### config.mk
export PLATFORM = sky130hd
export DESIGN_NAME = line_regex_matcher
export DESIGN_NICKNAME = d
export VERILOG_FILES = /design/src/rtl/core/lrm_pkg.sv /design/src/rtl/core/lrm_cell.sv /design/src/rtl/core/line_regex_matcher.sv
export SDC_FILE = /design/constraint.sdc
export NUM_CORES = 1
export LEC_CHECK = 0
export BUFFER_PORTS_ARGS = -buffer_cell sky130_fd_sc_hd__buf_2
export CAP_MARGIN = 20
export CORE_MARGIN = 2
export CORE_UTILIZATION = 55
export DETAILED_ROUTE_END_ITERATION = 16
export PLACE_DENSITY = 0.76
export SLEW_MARGIN = 40
export SYNTH_ARGS = -nofsm -noshare
export SYNTH_HDL_FRONTEND = slang
export SYNTH_SLANG_ARGS = --single-unit
### constraint.sdc
create_clock -name clk -period 3.3 [get_ports clk]
set_input_delay 0.495 -clock clk [delete_from_list [all_inputs] [get_ports clk]]
set_output_delay 0.495 -clock clk [all_outputs]
set_load 0.01 [all_outputs]
### src/rtl/core/lrm_pkg.sv
package lrm_pkg;

  localparam logic [7:0] LINE_FEED = 8'h0A;
  localparam logic [7:0] ANY_CHAR  = 8'h2E;

  typedef enum logic {
    CMD_DATA = 1'b0,
    CMD_EOI  = 1'b1
  } cmd_t;

  typedef enum logic {
    KIND_LINE    = 1'b0,
    KIND_SUMMARY = 1'b1
  } kind_t;

  localparam logic [2:0] REG_ATOM_COUNT   = 3'd0;
  localparam logic [2:0] REG_CHARS_LOW    = 3'd1;
  localparam logic [2:0] REG_CHARS_HIGH   = 3'd2;
  localparam logic [2:0] REG_STAR_MASK    = 3'd3;
  localparam logic [2:0] REG_ANCHOR_START = 3'd4;
  localparam logic [2:0] REG_ANCHOR_END   = 3'd5;
  localparam logic [2:0] REG_NEVER_MATCH  = 3'd6;

  typedef struct packed {
    logic       command;
    logic [7:0] data_byte;
  } in_req_t;

  typedef struct packed {
    logic        result_kind;
    logic        line_matched;
    logic [31:0] line_idx;
    logic        any_found;
    logic        last;
  } out_req_t;

  typedef struct packed {
    logic       step;
    logic       restart;
    logic [7:0] data_byte;
  } cell_ctl_t;

  typedef struct packed {
    logic [7:0] chr;
    logic       star;
    logic       en;
  } atom_t;

  typedef struct packed {
    logic clos;
    logic adv;
  } link_t;

endpackage

### src/rtl/core/lrm_cell.sv
module lrm_cell (
  input  logic              clk,
  input  logic              rst_n,
  input  lrm_pkg::cell_ctl_t ctl,
  input  lrm_pkg::atom_t    atom,
  input  logic              rst_val,
  input  lrm_pkg::link_t    link_in,
  output lrm_pkg::link_t    link_out,
  output logic              closed
);
  import lrm_pkg::*;

  logic act_r;
  logic act_nxt;
  logic hit;

  // The position is live if it was active or a starred atom to the left can be skipped.
  assign closed = act_r | link_in.clos;
  assign hit    = closed & atom.en & ((atom.chr == ANY_CHAR) || (atom.chr == ctl.data_byte));

  assign link_out.clos = closed & atom.en & atom.star;
  assign link_out.adv  = hit & ~atom.star;

  always_comb begin
    act_nxt = act_r;
    if (ctl.restart) begin
      act_nxt = rst_val;
    end else if (ctl.step) begin
      act_nxt = (hit & atom.star) | link_in.adv;
    end
  end

  always_ff @(posedge clk) begin
    if (!rst_n) begin
      act_r <= rst_val;
    end else begin
      act_r <= act_nxt;
    end
  end

endmodule

### src/rtl/core/line_regex_matcher.sv
// Line matcher for a small pattern language of literal or any-byte atoms, each optionally
// starred, with optional start and end anchors. It takes one byte request per clock, with no
// gaps while in_stall is low; the active-position set lives in a row of ATOMS cells, and the
// skip over starred atoms ripples through that row inside the same cycle, which sets the clock.
// A line feed gives one verdict, end of input gives a verdict for a pending partial line and
// then a summary. Results are registered into a four-entry queue; in_stall rises only while
// fewer than two queue slots are free, so with the output side taking one result per clock the
// block sustains one request per clock.
module line_regex_matcher #(
  parameter int ATOMS    = 16,
  parameter int MAX_LINE = 4095
) (
  input  logic             clk,
  input  logic             rst_n,
  input  logic             in_valid,
  output logic             in_stall,
  input  lrm_pkg::in_req_t in_data,
  output logic             out_valid,
  input  logic             out_stall,
  output lrm_pkg::out_req_t out_data,
  input  logic             cfg_we,
  input  logic [2:0]       cfg_index,
  input  logic [63:0]      cfg_wdata
);
  import lrm_pkg::*;

  localparam int NW = $clog2(ATOMS + 1);
  localparam int LW = $clog2(MAX_LINE + 1);
  localparam int QDEPTH = 4;
  localparam int QW = $clog2(QDEPTH);

  logic [4:0]  cnt_cfg_r;
  logic [63:0] chars_lo_r;
  logic [63:0] chars_hi_r;
  logic [15:0] star_r;
  logic        anch_s_r;
  logic        anch_e_r;
  logic        never_r;

  always_ff @(posedge clk) begin
    if (!rst_n) begin
      cnt_cfg_r  <= '0;
      chars_lo_r <= '0;
      chars_hi_r <= '0;
      star_r     <= '0;
      anch_s_r   <= 1'b0;
      anch_e_r   <= 1'b0;
      never_r    <= 1'b0;
    end else if (cfg_we) begin
      unique case (cfg_index)
        REG_ATOM_COUNT:   cnt_cfg_r  <= cfg_wdata[4:0];
        REG_CHARS_LOW:    chars_lo_r <= cfg_wdata;
        REG_CHARS_HIGH:   chars_hi_r <= cfg_wdata;
        REG_STAR_MASK:    star_r     <= cfg_wdata[15:0];
        REG_ANCHOR_START: anch_s_r   <= cfg_wdata[0];
        REG_ANCHOR_END:   anch_e_r   <= cfg_wdata[0];
        REG_NEVER_MATCH:  never_r    <= cfg_wdata[0];
        default: ;
      endcase
    end
  end

  logic [NW-1:0] n_eff;
  assign n_eff = (32'(cnt_cfg_r) > 32'(ATOMS)) ? NW'(ATOMS) : NW'(cnt_cfg_r);

  logic [QW:0]   cnt_r, cnt_nxt;
  logic [QW-1:0] wr_ptr_r, wr_ptr_nxt;
  logic [QW-1:0] rd_ptr_r, rd_ptr_nxt;
  out_req_t      fifo_r [QDEPTH];

  logic acc, pop, is_nl, is_eoi, is_data, step, restart;
  logic [LW-1:0] len_r, len_nxt;
  logic          line_acc_r, line_acc_nxt;
  logic [31:0]   line_r, line_nxt;
  logic          found_r, found_nxt;
  logic          act_last_r, act_last_nxt;

  assign in_stall  = (cnt_r > (QW+1)'(QDEPTH - 2));
  assign out_valid = (cnt_r != '0);
  assign out_data  = fifo_r[rd_ptr_r];
  assign acc       = in_valid & ~in_stall;
  assign pop       = out_valid & ~out_stall;

  assign is_eoi  = acc & (in_data.command == CMD_EOI);
  assign is_nl   = acc & (in_data.command == CMD_DATA) & (in_data.data_byte == LINE_FEED);
  assign is_data = acc & (in_data.command == CMD_DATA) & (in_data.data_byte != LINE_FEED);
  assign step    = is_data & (len_r < LW'(MAX_LINE));
  assign restart = is_nl | is_eoi;

  cell_ctl_t     ctl;
  link_t         lk [ATOMS+1];
  logic [ATOMS:0] cvec;

  assign ctl.step      = step;
  assign ctl.restart   = restart;
  assign ctl.data_byte = in_data.data_byte;

  assign lk[0].clos = 1'b0;
  assign lk[0].adv  = ~anch_s_r;

  for (genvar i = 0; i < ATOMS; i++) begin : g_cell
    atom_t atom;
    logic  rv;
    if (i < 8) begin : g_lo
      assign atom.chr  = chars_lo_r[8*i +: 8];
      assign atom.star = star_r[i];
    end else if (i < 16) begin : g_hi
      assign atom.chr  = chars_hi_r[8*(i-8) +: 8];
      assign atom.star = star_r[i];
    end else begin : g_none
      assign atom.chr  = 8'h00;
      assign atom.star = 1'b0;
    end
    assign atom.en = (NW'(i) < n_eff);
    assign rv = (i == 0) ? 1'b1 : 1'b0;

    lrm_cell u_cell (
      .clk      (clk),
      .rst_n    (rst_n),
      .ctl      (ctl),
      .atom     (atom),
      .rst_val  (rv),
      .link_in  (lk[i]),
      .link_out (lk[i+1]),
      .closed   (cvec[i])
    );
  end

  assign cvec[ATOMS] = act_last_r | lk[ATOMS].clos;

  logic c_n, verdict;
  assign c_n     = cvec[n_eff];
  assign verdict = ~never_r & (anch_e_r ? c_n : (line_acc_r | c_n));

  out_req_t r0, r1;
  logic [1:0] npush;
  logic       pending;

  assign pending = (len_r != '0);

  always_comb begin
    r0 = '0;
    r1 = '0;
    npush = 2'd0;
    r1.result_kind = KIND_SUMMARY;
    r1.line_idx    = line_r;
    r1.any_found   = found_r | verdict;
    r1.last        = 1'b1;
    if (is_nl) begin
      npush = 2'd1;
      r0.result_kind  = KIND_LINE;
      r0.line_matched = verdict;
      r0.line_idx     = line_r;
      r0.any_found    = found_r | verdict;
      r0.last         = 1'b1;
    end else if (is_eoi && pending) begin
      npush = 2'd2;
      r0.result_kind  = KIND_LINE;
      r0.line_matched = verdict;
      r0.line_idx     = line_r;
      r0.any_found    = found_r | verdict;
      r0.last         = 1'b0;
    end else if (is_eoi) begin
      npush = 2'd1;
      r0.result_kind  = KIND_SUMMARY;
      r0.line_idx     = line_r;
      r0.any_found    = found_r;
      r0.last         = 1'b1;
    end
  end

  always_comb begin
    len_nxt      = len_r;
    line_acc_nxt = line_acc_r;
    line_nxt     = line_r;
    found_nxt    = found_r;
    act_last_nxt = act_last_r;
    if (step) begin
      len_nxt      = len_r + LW'(1);
      line_acc_nxt = line_acc_r | c_n;
      act_last_nxt = lk[ATOMS].adv;
    end
    if (restart) begin
      len_nxt      = '0;
      line_acc_nxt = 1'b0;
      act_last_nxt = 1'b0;
    end
    if (is_nl) begin
      found_nxt = found_r | verdict;
      line_nxt  = (line_r != '1) ? line_r + 32'd1 : line_r;
    end
    if (is_eoi) begin
      found_nxt = 1'b0;
      line_nxt  = 32'd1;
    end
  end

  always_comb begin
    wr_ptr_nxt = wr_ptr_r + QW'(npush);
    rd_ptr_nxt = rd_ptr_r + QW'(pop);
    cnt_nxt    = cnt_r + (QW+1)'(npush) - (QW+1)'(pop);
  end

  always_ff @(posedge clk) begin
    if (!rst_n) begin
      cnt_r      <= '0;
      wr_ptr_r   <= '0;
      rd_ptr_r   <= '0;
      len_r      <= '0;
      line_acc_r <= 1'b0;
      line_r     <= 32'd1;
      found_r    <= 1'b0;
      act_last_r <= 1'b0;
    end else begin
      cnt_r      <= cnt_nxt;
      wr_ptr_r   <= wr_ptr_nxt;
      rd_ptr_r   <= rd_ptr_nxt;
      len_r      <= len_nxt;
      line_acc_r <= line_acc_nxt;
      line_r     <= line_nxt;
      found_r    <= found_nxt;
      act_last_r <= act_last_nxt;
    end
  end

  always_ff @(posedge clk) begin
    if (npush != 2'd0) begin
      fifo_r[wr_ptr_r] <= r0;
    end
    if (npush == 2'd2) begin
      fifo_r[wr_ptr_r + QW'(1)] <= r1;
    end
  end

`ifndef SYNTHESIS
  a_queue_bound: assert property (@(posedge clk) disable iff (!rst_n)
    cnt_r <= (QW+1)'(QDEPTH))
    else $error("result queue overflow");

  a_line_push: assert property (@(posedge clk) disable iff (!rst_n)
    is_nl && !pop |=> cnt_r == $past(cnt_r) + (QW+1)'(1))
    else $error("line verdict not queued");

  a_eoi_restart: assert property (@(posedge clk) disable iff (!rst_n)
    is_eoi |=> line_r == 32'd1 && !found_r && len_r == '0)
    else $error("counters not restarted after end of input");
`endif

endmodule
==> metrics.txt, run 1 <==
status=completed; hold path startpoint=cfg_wdata[49]; CP peak stage delay=0.37 ns; share of cells above drive strength 1=0.148; Worst R2R Path Depth=14; max_cap viols=0; Placer Congestion=0.941; minimum clock period=3.05 ns; total gr overflow=0; Final setup viols=0; CTS Buf Count=38; H-Tree Depth=2; wire per inst=17.6 um; number of synthesized flops with an enable pin=132; Final Max Slew Viols=0; I/O pin total=119; fill count=2572; Min-Delay Path Depth=3; Tcrit/Tclk final=0.923; Sink Count=366; LEAKAGE=6.86 nW; Max stage delay cell, worst path=fa_1; Total Power=0.0110 W; die height=184 um; GRT Total Usage=0.250; Setup TNS=0 ns; worst skew pair latency=0.54 ns; Mapped Area=17800 um^2; first-pass GRT wire length=68.0 mm; Worst Tran Pin Value=0.719 ns; CP max FO=5; FF-to-FF setup slack=0.25 ns; Setup Fix Bufs, Post-CTS=0; Synth async-reset ratio=0; largest net degree at the start of global routing=85; CP arrival=3.48 ns; Final nets=2012; cts hold-fix bufs=0; Synth Flop Type=dfxtp_1; endpoints failing hold=0; yosys synthesis warning count=0; clock slew at reported path FFs=0.06 ns; Core Util, Final=0.633; row count=65; core region area=31700 um^2; Hold Crit Class=input port to flip-flop; Die W=184 um; clk_skew=0.0197 ns; Slew Limit Headroom=0.520; Distinct cells, synth=72; Critical Path Sink Type=flip-flop; power per cell area=550 nW/um^2; #FFs+latches synth=366; drt drc=0; CP Cell Sequence=inv_1 -> ha_1 -> nor4b_1 -> nand3_1 -> or2_2 -> nor2b_1 -> ha_1 -> inv_1 -> ha_1 -> inv_1 -> fa_1 -> xor2_1 -> xnor2_1 -> and2_1; DRT Pass-1 Iters=5; unrepaired setup endpoints after global routing=no; routed via count=13400; worst r2r src=len_r[0]; WHS Endpoint=chars_hi_r[49]; Gate Count Post-Synth=1839; Fmax=0.328 GHz; Max Root-Sink Buffers=3; worst path required time=3.73 ns; CTS tree=yes; die area=33800 um^2; Clock Tree Root=clkbuf_16; Worst Setup Start Kind=flip-flop; area grow syn2layout=12.9%; buffers and inverters on the worst path=3; initial antenna violation count=6; Final ANT Viol Nets=0; net count after synthesis=1929; Max VDD drop=457 uV; # resized after CTS=0; Routed WL=41.6 mm; Starting Density=0.561; family with the most delay on the worst path=simple AND/OR/NAND/NOR gates; drt initial violations=746; register area share after synthesis=0.486; vias in the first global route=13200; DR vias/cell=5.68; Syn Area/Cell=9.67 um^2; Crit Path Class=flip-flop to flip-flop; Final HPWL DP=28.2 mm; port bufs=118; worst r2r dst=cnt_r[2]
## area by class of cell
class	instances	area [um^2]	share of cell area
Antenna cell	4	10.0	0.000499
Multi-Input combinational cell	1323	8590	0.428
Clock inverter	14	145	0.00723
Inverter	29	109	0.00542
Tap cell	402	503	0.0250
Sequential cell	366	8650	0.431
Clock buffer	56	1070	0.0532
Timing Repair Buffer	164	1000	0.0499
## stage by stage
stage	instances	worst slack, ns	instance area (um^2)	hold slack, ns
detailed placement	2284	0.207	18900	0.446
global route	2358	0.00697	20100	0.223
CTS	2354	0.266	20100	0.211
global placement	2284	0.259	18900	0.433
floorplan	1839	0.107	17800	0.420
finish	2358	0.254	20100	0.222
## cells in the mapped netlist, types with 29 or more instances
library cell | number | area [um^2]
nand2_1 | 352 | 1320
dfxtp_1 | 234 | 4680
edfxtp_1 | 132 | 3960
a21boi_0 | 129 | 968
xnor2_1 | 107 | 937
clkbuf_1 | 105 | 394
nor2_1 | 100 | 375
nor2b_1 | 83 | 519
and2_1 | 65 | 407
xor2_1 | 60 | 526
a21oi_1 | 43 | 215
nand4_1 | 41 | 257
o21ai_0 | 40 | 200
mux4_2 | 36 | 811
nand3_1 | 33 | 165
nor3_1 | 32 | 160
inv_1 | 29 | 109
## tightest hold or removal path, delay by kind of cell
family / cells / cell delay (ns)
buffers and inverters: 1 / 0.11
AOI/OAI and AO/OA: 1 / 0.06
and+or+nand+nor: 1 / 0.04
## per-layer routing
layer  up-vias  wire length, um  GRT usage  share of wire
li1       6541                -          -              -
met1      6413            17400      0.311           0.42
met2       355            20800      0.447           0.50
met4         4              999     0.0733          0.024
met3        77             2330     0.0398          0.056
met5         -               23          0        0.00055
## registers in the layout, summed over array words and instances, names as in the netlist, 5 cells and up
signal and cells:
chars_hi_r 64, chars_lo_r 64, cnt_cfg_r 5, fifo_r 144, g_cell.u_cell.act_r 16, len_r 12
line_r 32, star_r 16
## power by group
group	internal [W]	leakage (nW)	switching (W)	total (W)
Clock	0.00235	0.594	0.00178	0.00413
Combinational	0.000836	3.08	0.000968	0.00180
Sequential	0.00490	3.18	0.000201	0.00510
## cell usage in the layout (no fill, tap or decap), drive strengths merged, types with 34 or more instances in the layout
| cell | synthesis | layout |
|---|---|---|
| a21boi | 145 | 145 |
| a21oi | 44 | 44 |
| and2 | 65 | 65 |
| buf | 16 | 164 |
| clkbuf | 105 | 56 |
| dfxtp | 234 | 234 |
| edfxtp | 132 | 132 |
| mux4 | 36 | 36 |
| nand2 | 352 | 352 |
| nand4 | 43 | 43 |
| nor2 | 100 | 100 |
| nor2b | 83 | 83 |
| nor3 | 34 | 34 |
| o21ai | 46 | 46 |
| xnor2 | 107 | 107 |
| xor2 | 60 | 60 |
## kinds of logic after synthesis
family                     count (synthesis)  synth area share
AOI/OAI and AO/OA                        309             0.123
and+or+nand+nor                          791             0.217
DFF                                      366             0.486
xor gates and xnor gates                 167            0.0822
muxes                                     47            0.0518
buffers and inverters                    150            0.0328
adders and majority gates                  9           0.00675
## how the worst max path moves through the flow
stage                          start             to  slack, ns  depth (start not counted)
after floorplan           in_data[0]  fifo_r[2][10]       0.11                          9
after global placement    in_data[2]       cnt_r[2]       0.26                         13
after detailed placement  in_data[2]       cnt_r[2]       0.21                         13
after CTS                   len_r[0]       cnt_r[2]       0.27                         14
after global routing        len_r[0]       cnt_r[2]      0.007                         14
final                       len_r[0]       cnt_r[2]       0.25                         14
Power figures use the tool's default switching activity.
==> run 2: changes to the inputs <==
--- a/config.mk
+++ b/config.mk
@@ -5,12 +5,13 @@
 export SDC_FILE = /design/constraint.sdc
 export NUM_CORES = 1
 export LEC_CHECK = 0
+export ABC_AREA = 1
 export BUFFER_PORTS_ARGS = -buffer_cell sky130_fd_sc_hd__buf_2
 export CAP_MARGIN = 20
 export CORE_MARGIN = 2
 export CORE_UTILIZATION = 55
 export DETAILED_ROUTE_END_ITERATION = 16
-export PLACE_DENSITY = 0.76
+export PLACE_DENSITY = 0.77
 export SLEW_MARGIN = 40
 export SYNTH_ARGS = -nofsm -noshare
 export SYNTH_HDL_FRONTEND = slang
==> run 2 against run 1 <==
  * The flow now finishes with violations (setup timing)
  * Via count rose by 12%
  * Routed wire length rose by 9.1%
  * Maximum frequency decreased by 13%
  * Largest power group unchanged
  * Highest routed layer is now met4
==> metrics.txt, run 2 <==
status=finished, violations left (was completed); failing checks=setup timing; cts hold-fix bufs=0 (unchanged); Die W=181 um (was 184 um); worst skew pair latency=0.54 ns (about the same); Synth Flop Type=dfxtp_1 (unchanged); Fmax=0.286 GHz (was 0.328 GHz); CP arrival=3.94 ns (was 3.48 ns); Tcrit/Tclk final=1.06 (was 0.923); register area share after synthesis=0.504 (was 0.486); Core Util, Final=0.653 (was 0.633); worst r2r dst=fifo_r[3][34] (was cnt_r[2]); biggest regs=fifo_r x144, chars_hi_r x64, chars_lo_r x64 (unchanged); yosys synthesis warning count=0 (unchanged); endpoints failing hold=0 (unchanged); core region area=30700 um^2 (was 31700 um^2); die height=181 um (was 184 um); Gate Count Post-Synth=2098 (was 1839); DRT Pass-1 Iters=7 (was 5); max_cap viols=0 (unchanged); power per cell area=579 nW/um^2 (was 550 nW/um^2); wire per inst=16.9 um (was 17.6 um); buffers and inverters on the worst path=3 (unchanged); minimum clock period=3.49 ns (was 3.05 ns); most frequent cells after synthesis=nor2_1 (419), o21ai_0 (268), dfxtp_1 (234), inv_1 (201), nand2_1 (190) (was nand2_1 (352), dfxtp_1 (234), edfxtp_1 (132), a21boi_0 (129), xnor2_1 (107)); CP peak stage delay=0.37 ns (about the same); clock slew at reported path FFs=0.06 ns (about the same); largest register by flop count=fifo_r (unchanged); row count=64 (was 65); Sink Count=366 (unchanged); commonest non-fill, non-tap cell in the layout=nor2_1 (was nand2_1); first-pass GRT wire length=73.4 mm (was 68.0 mm); most frequent cells in the layout=nor2_1 (413), o21ai_0 (267), dfxtp_1 (231) (was nand2_1 (350), dfxtp_1 (232), edfxtp_1 (132)); family with the most delay on the worst path=simple AND/OR/NAND/NOR gates (unchanged); Placer Congestion=0.903 (was 0.941); share of cells above drive strength 1=0.161 (was 0.148); Critical Path Stages=37 (was 14); unrepaired setup endpoints after global routing=yes (was no); Synth area leader=dfxtp_1 (unchanged); Max Root-Sink Buffers=3 (unchanged); drt drc=0 (unchanged); Hold Crit Class=input port to flip-flop (unchanged); number of synthesized flops with an enable pin=132 (unchanged); Worst R2R Path Depth=37 (was 14); Cell Int Power=0.00830 W (was 0.00809 W); initial antenna violation count=1 (was 6); Critical Path Sink Type=flip-flop (unchanged); port bufs=118 (unchanged); worst path required time=3.75 ns (was 3.73 ns); largest net degree at the start of global routing=100 (was 85); clk_skew=0.0238 ns (was 0.0197 ns); Syn Area/Cell=8.17 um^2 (was 9.67 um^2); most used cell, CP=nand2_2; DR vias/cell=5.58 (was 5.68); worst r2r src=cnt_cfg_r[4] (was len_r[0]); synth top area cells=dfxtp_1 (27%), edfxtp_1 (23%), nor2_1 (9.2%) (was dfxtp_1 (26%), edfxtp_1 (22%), nand2_1 (7.4%)); Routed WL=45.4 mm (was 41.6 mm); total gr overflow=0 (unchanged); #FFs+latches synth=366 (unchanged); Starting Density=0.559 (was 0.561); CTS tree=yes (unchanged); top-count cell post-synth=nor2_1 (was nand2_1); Final HPWL DP=29.8 mm (was 28.2 mm); vias in the first global route=14900 (was 13200); I/O pin total=119 (unchanged); Final setup viols=8 (was 0); Clock Tree Root=clkbuf_16 (unchanged); Final ANT Viol Nets=0 (unchanged); max reg flops=144 (unchanged); H-Tree Depth=2 (unchanged); worst slack, placed=-0.284 ns (was 0.207 ns); area grow syn2layout=16.8% (was 12.9%); Worst Tran Pin Value=0.782 ns (was 0.719 ns); Max stage delay cell, worst path=dfxtp_4 (was fa_1); Yosys top cell area share=0.273 (was 0.263); Slew Limit Headroom=0.477 (was 0.520); Final Max Slew Viols=0 (unchanged); drt initial violations=1213 (was 746); LEAKAGE=7.59 nW (was 6.86 nW); FF-to-FF setup slack=-0.19 ns (was 0.25 ns); Flop pwr share=0.437 (was 0.462); Distinct cells, synth=55 (was 72); GRT Total Usage=0.273 (was 0.250); switching pwr=0.00331 W (was 0.00295 W); die area=32600 um^2 (was 33800 um^2); Final nets=2345 (was 2012); Crit Path Class=flip-flop to flip-flop (unchanged); Mapped Area=17100 um^2 (was 17800 um^2); Synth async-reset ratio=0 (unchanged); CP max FO=5 (unchanged); setup ws final=-0.192 ns (was 0.254 ns); routed via count=15000 (was 13400); crit path to=fifo_r[3][34] (was cnt_r[2]); Worst Setup SP=cnt_cfg_r[4] (was len_r[0]); Max VDD drop=359 uV (was 457 uV); Worst Setup Start Kind=flip-flop (unchanged); CTS Buf Count=39 (was 38); net count after synthesis=2188 (was 1929); clock network power share=0.372 (was 0.374); Gate power share=0.191 (was 0.163); Sw Share=0.285 (was 0.267)
-- run 2: changes by cell type after synthesis, sizes merged, moves of 38 or more --
| cell | delta |
|---|---|
| nand2 | -141 |
| nor2b | -83 |
| a21oi | +84 |
| inv | +178 |
| o21ai | +227 |
| a21boi | -144 |
| xor2 | -38 |
| nor2 | +324 |
| and2 | -65 |
-- run 2: worst reg2reg max path, delay by kind of cell (launching register included) --
| family | cells | cell delay [ns] |
|---|---|---|
| buffers and inverters | 3 | 0.34 |
| AO/OA/AOI/OAI | 3 | 0.42 |
| AND/OR/NAND/NOR | 31 | 2.26 |
| flip-flops | 1 | 0.37 |
-- run 2: per-stage QoR --
stage / TNS, ns / cell area, um^2 / std cells / hold WS, ns / power, W
3_5_place_dp: -2.53 / 18600 / 2595 / 0.449 / 0.00734
5_1_grt: -5.14 / 20000 / 2682 / 0.211 / 0.0121
4_1_cts: -0.761 / 19900 / 2674 / 0.192 / 0.0116
6_report: -1.18 / 20000 / 2683 / 0.202 / 0.0116
3_3_place_gp: -1.23 / 18600 / 2595 / 0.444 / 0.00727
2_1_floorplan: -0.0116 / 17200 / 2098 / 0.428 / 0.00652
-- run 2: worst min path at each step --
| stage | cells past startpoint | endpoint | slack (ns) | startpoint |
|---|---|---|---|---|
| 2_1_floorplan | 2 | line_acc_r | 0.43 | line_acc_r |
| 3_3_place_gp | 2 | line_acc_r | 0.44 | line_acc_r |
| 3_5_place_dp | 2 | fifo_r[2][34] | 0.45 | fifo_r[2][34] |
| 4_1_cts | 3 | chars_lo_r[28] | 0.19 | cfg_wdata[28] |
| 5_1_grt | 3 | chars_hi_r[41] | 0.21 | cfg_wdata[41] |
| 6_report | 3 | chars_hi_r[22] | 0.20 | cfg_wdata[22] |
-- run 2: power by group through the flow --
stage          clock network [W]  registers (W)  logic, W
4_1_cts                  0.00436        0.00507   0.00221
5_1_grt                  0.00455        0.00510   0.00247
6_report                 0.00432        0.00507   0.00222
3_5_place_dp                   0        0.00516   0.00218
2_1_floorplan                  0        0.00513   0.00139
3_3_place_gp                   0        0.00515   0.00212
-- run 2: cell families after synthesis --
group                    after synthesis  synth area share
XOR/XNOR                             114            0.0582
AND/OR/NAND/NOR                      804             0.207
AO/OA/AOI/OAI                        488             0.152
adder cells (fa/ha/maj)                9           0.00701
buffers and inverters                317            0.0715
flip-flops                           366             0.504
-- run 2: area by class of cell --
class	count	area [um^2]
repair buffers	221	1450
clock buffers	58	1140
flip-flops and latches	366	8650
well taps	396	495
multi-input cells	1415	7360
inverters	212	803
fillers	2532	10600
diodes	2	5.00
clock inverters	13	129
-- run 2: timing repair --
| action | 4_1_cts | 5_1_grt |
|---|---|---|
| gates cloned | 0 | 0 |
| endpoints found under the setup margin | 10 | 18 |
| pin swaps | 2 | 4 |
| gates resized for setup | 5 | 18 |
| buffers inserted | 8 | 7 |
-- run 2: per-layer routing --
layer | vias up | global-route usage | wire [um]
met4 | 0 | 0.0932 | 1200
li1 | 7346 | - | -
met5 | - | 0 | 0
met3 | 86 | 0.0329 | 2700
met2 | 490 | 0.492 | 22700
met1 | 7055 | 0.339 | 18800
==> run 3: changes to the inputs <==
--- a/config.mk
+++ b/config.mk
@@ -11,6 +11,7 @@
 export CORE_MARGIN = 2
 export CORE_UTILIZATION = 55
 export DETAILED_ROUTE_END_ITERATION = 16
+export GPL_TIMING_DRIVEN = 0
 export PLACE_DENSITY = 0.77
 export SLEW_MARGIN = 40
 export SYNTH_ARGS = -nofsm -noshare
==> run 3 against run 2 <==
  * The run still ends with setup timing left
  * Clock power about the same
  * Clock-buffer cell count down 4
  * Sequential cell count unchanged
  * Combinational power up 6%
  * Die area unchanged
  * Clock skew down 0.011 ns
  * Final area up 0.76%
  * Critical path depth up 4
  * Maximum frequency down 6.3%
  * Utilization up 0.49 points
==> metrics.txt, run 3 (synthesis results as in run 2) <==
GRT Total Usage=0.302 (was 0.273); Hold Crit Class=input port to flip-flop (unchanged); family with the most delay on the worst path=simple AND/OR/NAND/NOR gates (unchanged); max reg flops=144 (unchanged); Worst Setup Start Kind=flip-flop (unchanged); Routed WL=51.0 mm (was 45.4 mm); Fmax=0.268 GHz (was 0.286 GHz); CP peak stage delay=0.34 ns (was 0.37 ns); vias in the first global route=15300 (was 14900); Sink Count=366 (unchanged); Starting Density=0.559 (unchanged); Final Max Slew Viols=0 (unchanged); largest register by flop count=fifo_r (unchanged); cts hold-fix bufs=0 (unchanged); area grow syn2layout=17.7% (was 16.8%); max_cap viols=0 (unchanged); minimum clock period=3.73 ns (was 3.49 ns); status=finished, violations left (unchanged); fill count=2503 (was 2532); power per cell area=581 nW/um^2 (was 579 nW/um^2); Worst Tran Pin Value=0.939 ns (was 0.782 ns); Final nets=2391 (was 2345); CP max FO=4 (was 5); die area=32600 um^2 (unchanged); Crit Path Class=flip-flop to flip-flop (unchanged); CTS Buf Count=38 (was 39); Max Root-Sink Buffers=3 (unchanged); most used cell, CP=nand2_2 (unchanged); largest net degree at the start of global routing=36 (was 100); endpoints failing hold=0 (unchanged); CTS tree=yes (unchanged); H-Tree Depth=2 (unchanged); worst skew pair latency=0.53 ns (was 0.54 ns); Die W=181 um (unchanged); DR vias/cell=5.85 (was 5.58); I/O pin total=119 (unchanged); row count=64 (unchanged); failing checks=setup timing (unchanged); drt drc=0 (unchanged); Final HPWL DP=34.4 mm (was 29.8 mm); buffers and inverters on the worst path=1 (was 3); Slew Limit Headroom=0.374 (was 0.477); Tcrit/Tclk final=1.13 (was 1.06); drt initial violations=1763 (was 1213); share of cells above drive strength 1=0.155 (was 0.161); worst path required time=3.58 ns (was 3.75 ns); port bufs=109 (was 118); Final Non-Filler Cells=2726 (was 2683); setup ws final=-0.429 ns (was -0.192 ns); Hold Slack=0.216 ns (was 0.202 ns); unrepaired setup endpoints after global routing=yes (unchanged); die height=181 um (unchanged); placed inst area=18200 um^2 (was 18600 um^2); initial antenna violation count=0 (was 1); Max stage delay cell, worst path=dfxtp_2 (was dfxtp_4); LEAKAGE=7.57 nW (was 7.59 nW); Placer Congestion=0.967 (was 0.903); Inst Count DP=2604 (was 2595); ANT cells=0 (was 2); core region area=30700 um^2 (unchanged); routed via count=16000 (was 15000); CP arrival=4.01 ns (was 3.94 ns); Max VDD drop=342 uV (was 359 uV); Final setup viols=12 (was 8); Final ANT Viol Nets=0 (unchanged); fin area=20200 um^2 (was 20000 um^2); Clock Tree Root=clkbuf_16 (unchanged); wire per inst=18.7 um (was 16.9 um); Total Power=0.0117 W (was 0.0116 W); commonest non-fill, non-tap cell in the layout=nor2_1 (unchanged); Critical Path Sink Type=flip-flop (unchanged); biggest regs=fifo_r x144, chars_hi_r x64, chars_lo_r x64 (unchanged); first-pass GRT wire length=79.4 mm (was 73.4 mm); DRT Pass-1 Iters=8 (was 7); clk_skew=0.0130 ns (was 0.0238 ns); total gr overflow=0 (unchanged); most frequent cells in the layout=nor2_1 (412), o21ai_0 (267), dfxtp_1 (231) (was nor2_1 (413), o21ai_0 (267), dfxtp_1 (231)); clock slew at reported path FFs=0.06 ns (about the same)
==> run 3: cell types whose count changed in the layout (fill, tap and decap cells not counted), moves of 5 or more <==
cell,delta
nand2_2,-6
nor3_1,-6
clkbuf_1,+71
buf_4,-43
clkinv_2,+6
nand2_4,+9
inv_1,-7
buf_12,-5
buf_1,+6
inv_2,+5
clkbuf_2,+10
==> run 3: cell type report <==
class / instances / area (um^2) / area share
tap: 396 / 495 / 0.0246
sequential: 366 / 8650 / 0.429
timing repair buffer: 163 / 967 / 0.0479
inverter: 212 / 811 / 0.0402
clock inverter: 15 / 103 / 0.00508
buffer: 105 / 454 / 0.0225
multi-input combinational: 1415 / 7540 / 0.374
clock buffer: 54 / 1150 / 0.0572
==> run 3: power by group <==
group          switching, W  internal, W  total, W
clock               0.00179      0.00252   0.00431
combinational       0.00156     0.000788   0.00235
sequential         0.000137      0.00494   0.00507
==> run 3: timing repair <==
action	4_1_cts	5_1_grt
endpoints found under the setup margin	25	77
resized for setup	35	45
setup buffers	42	11
pin swaps	31	33
==> run 3: per-stage QoR <==
| step | setup TNS [ns] | utilization | worst slack [ns] |
|---|---|---|---|
| after floorplan | -0.0116 | - | -0.0116 |
| after global placement | -193.95 | 0.593 | -1.20 |
| after detailed placement | -30.14 | 0.595 | -0.954 |
| after CTS | -4.62 | 0.650 | -0.477 |
| after global routing | -8.03 | 0.658 | -0.687 |
| final | -4.28 | 0.658 | -0.429 |
==> run 3: worst paths after layout <==
path,from,endpoint,slack (ns),cells past startpoint
min,cfg_wdata[28],chars_hi_r[28],0.22,3
max,cnt_cfg_r[2],fifo_r[0][1],-0.43,41
max reg2reg,cnt_cfg_r[2],fifo_r[0][1],-0.43,41
min reg2reg,fifo_r[1][35],fifo_r[1][35],0.47,2
==> run 3: worst reg2reg max path: cells and delay by family (launching register included) <==
family / cells / cell delay, ns
AOI/OAI and AO/OA: 1 / 0.12
and+or+nand+nor: 39 / 2.90
DFF: 1 / 0.34
buffers and inverters: 1 / 0.13
==> run 3: metal layers <==
layer  GRT usage  vias to the layer above  share of wire
met4       0.149                        0          0.051
met2       0.512                      840           0.48
met1       0.383                     7497           0.39
met3      0.0378                      179          0.087
met5           0                        -              0
li1            -                     7436              -
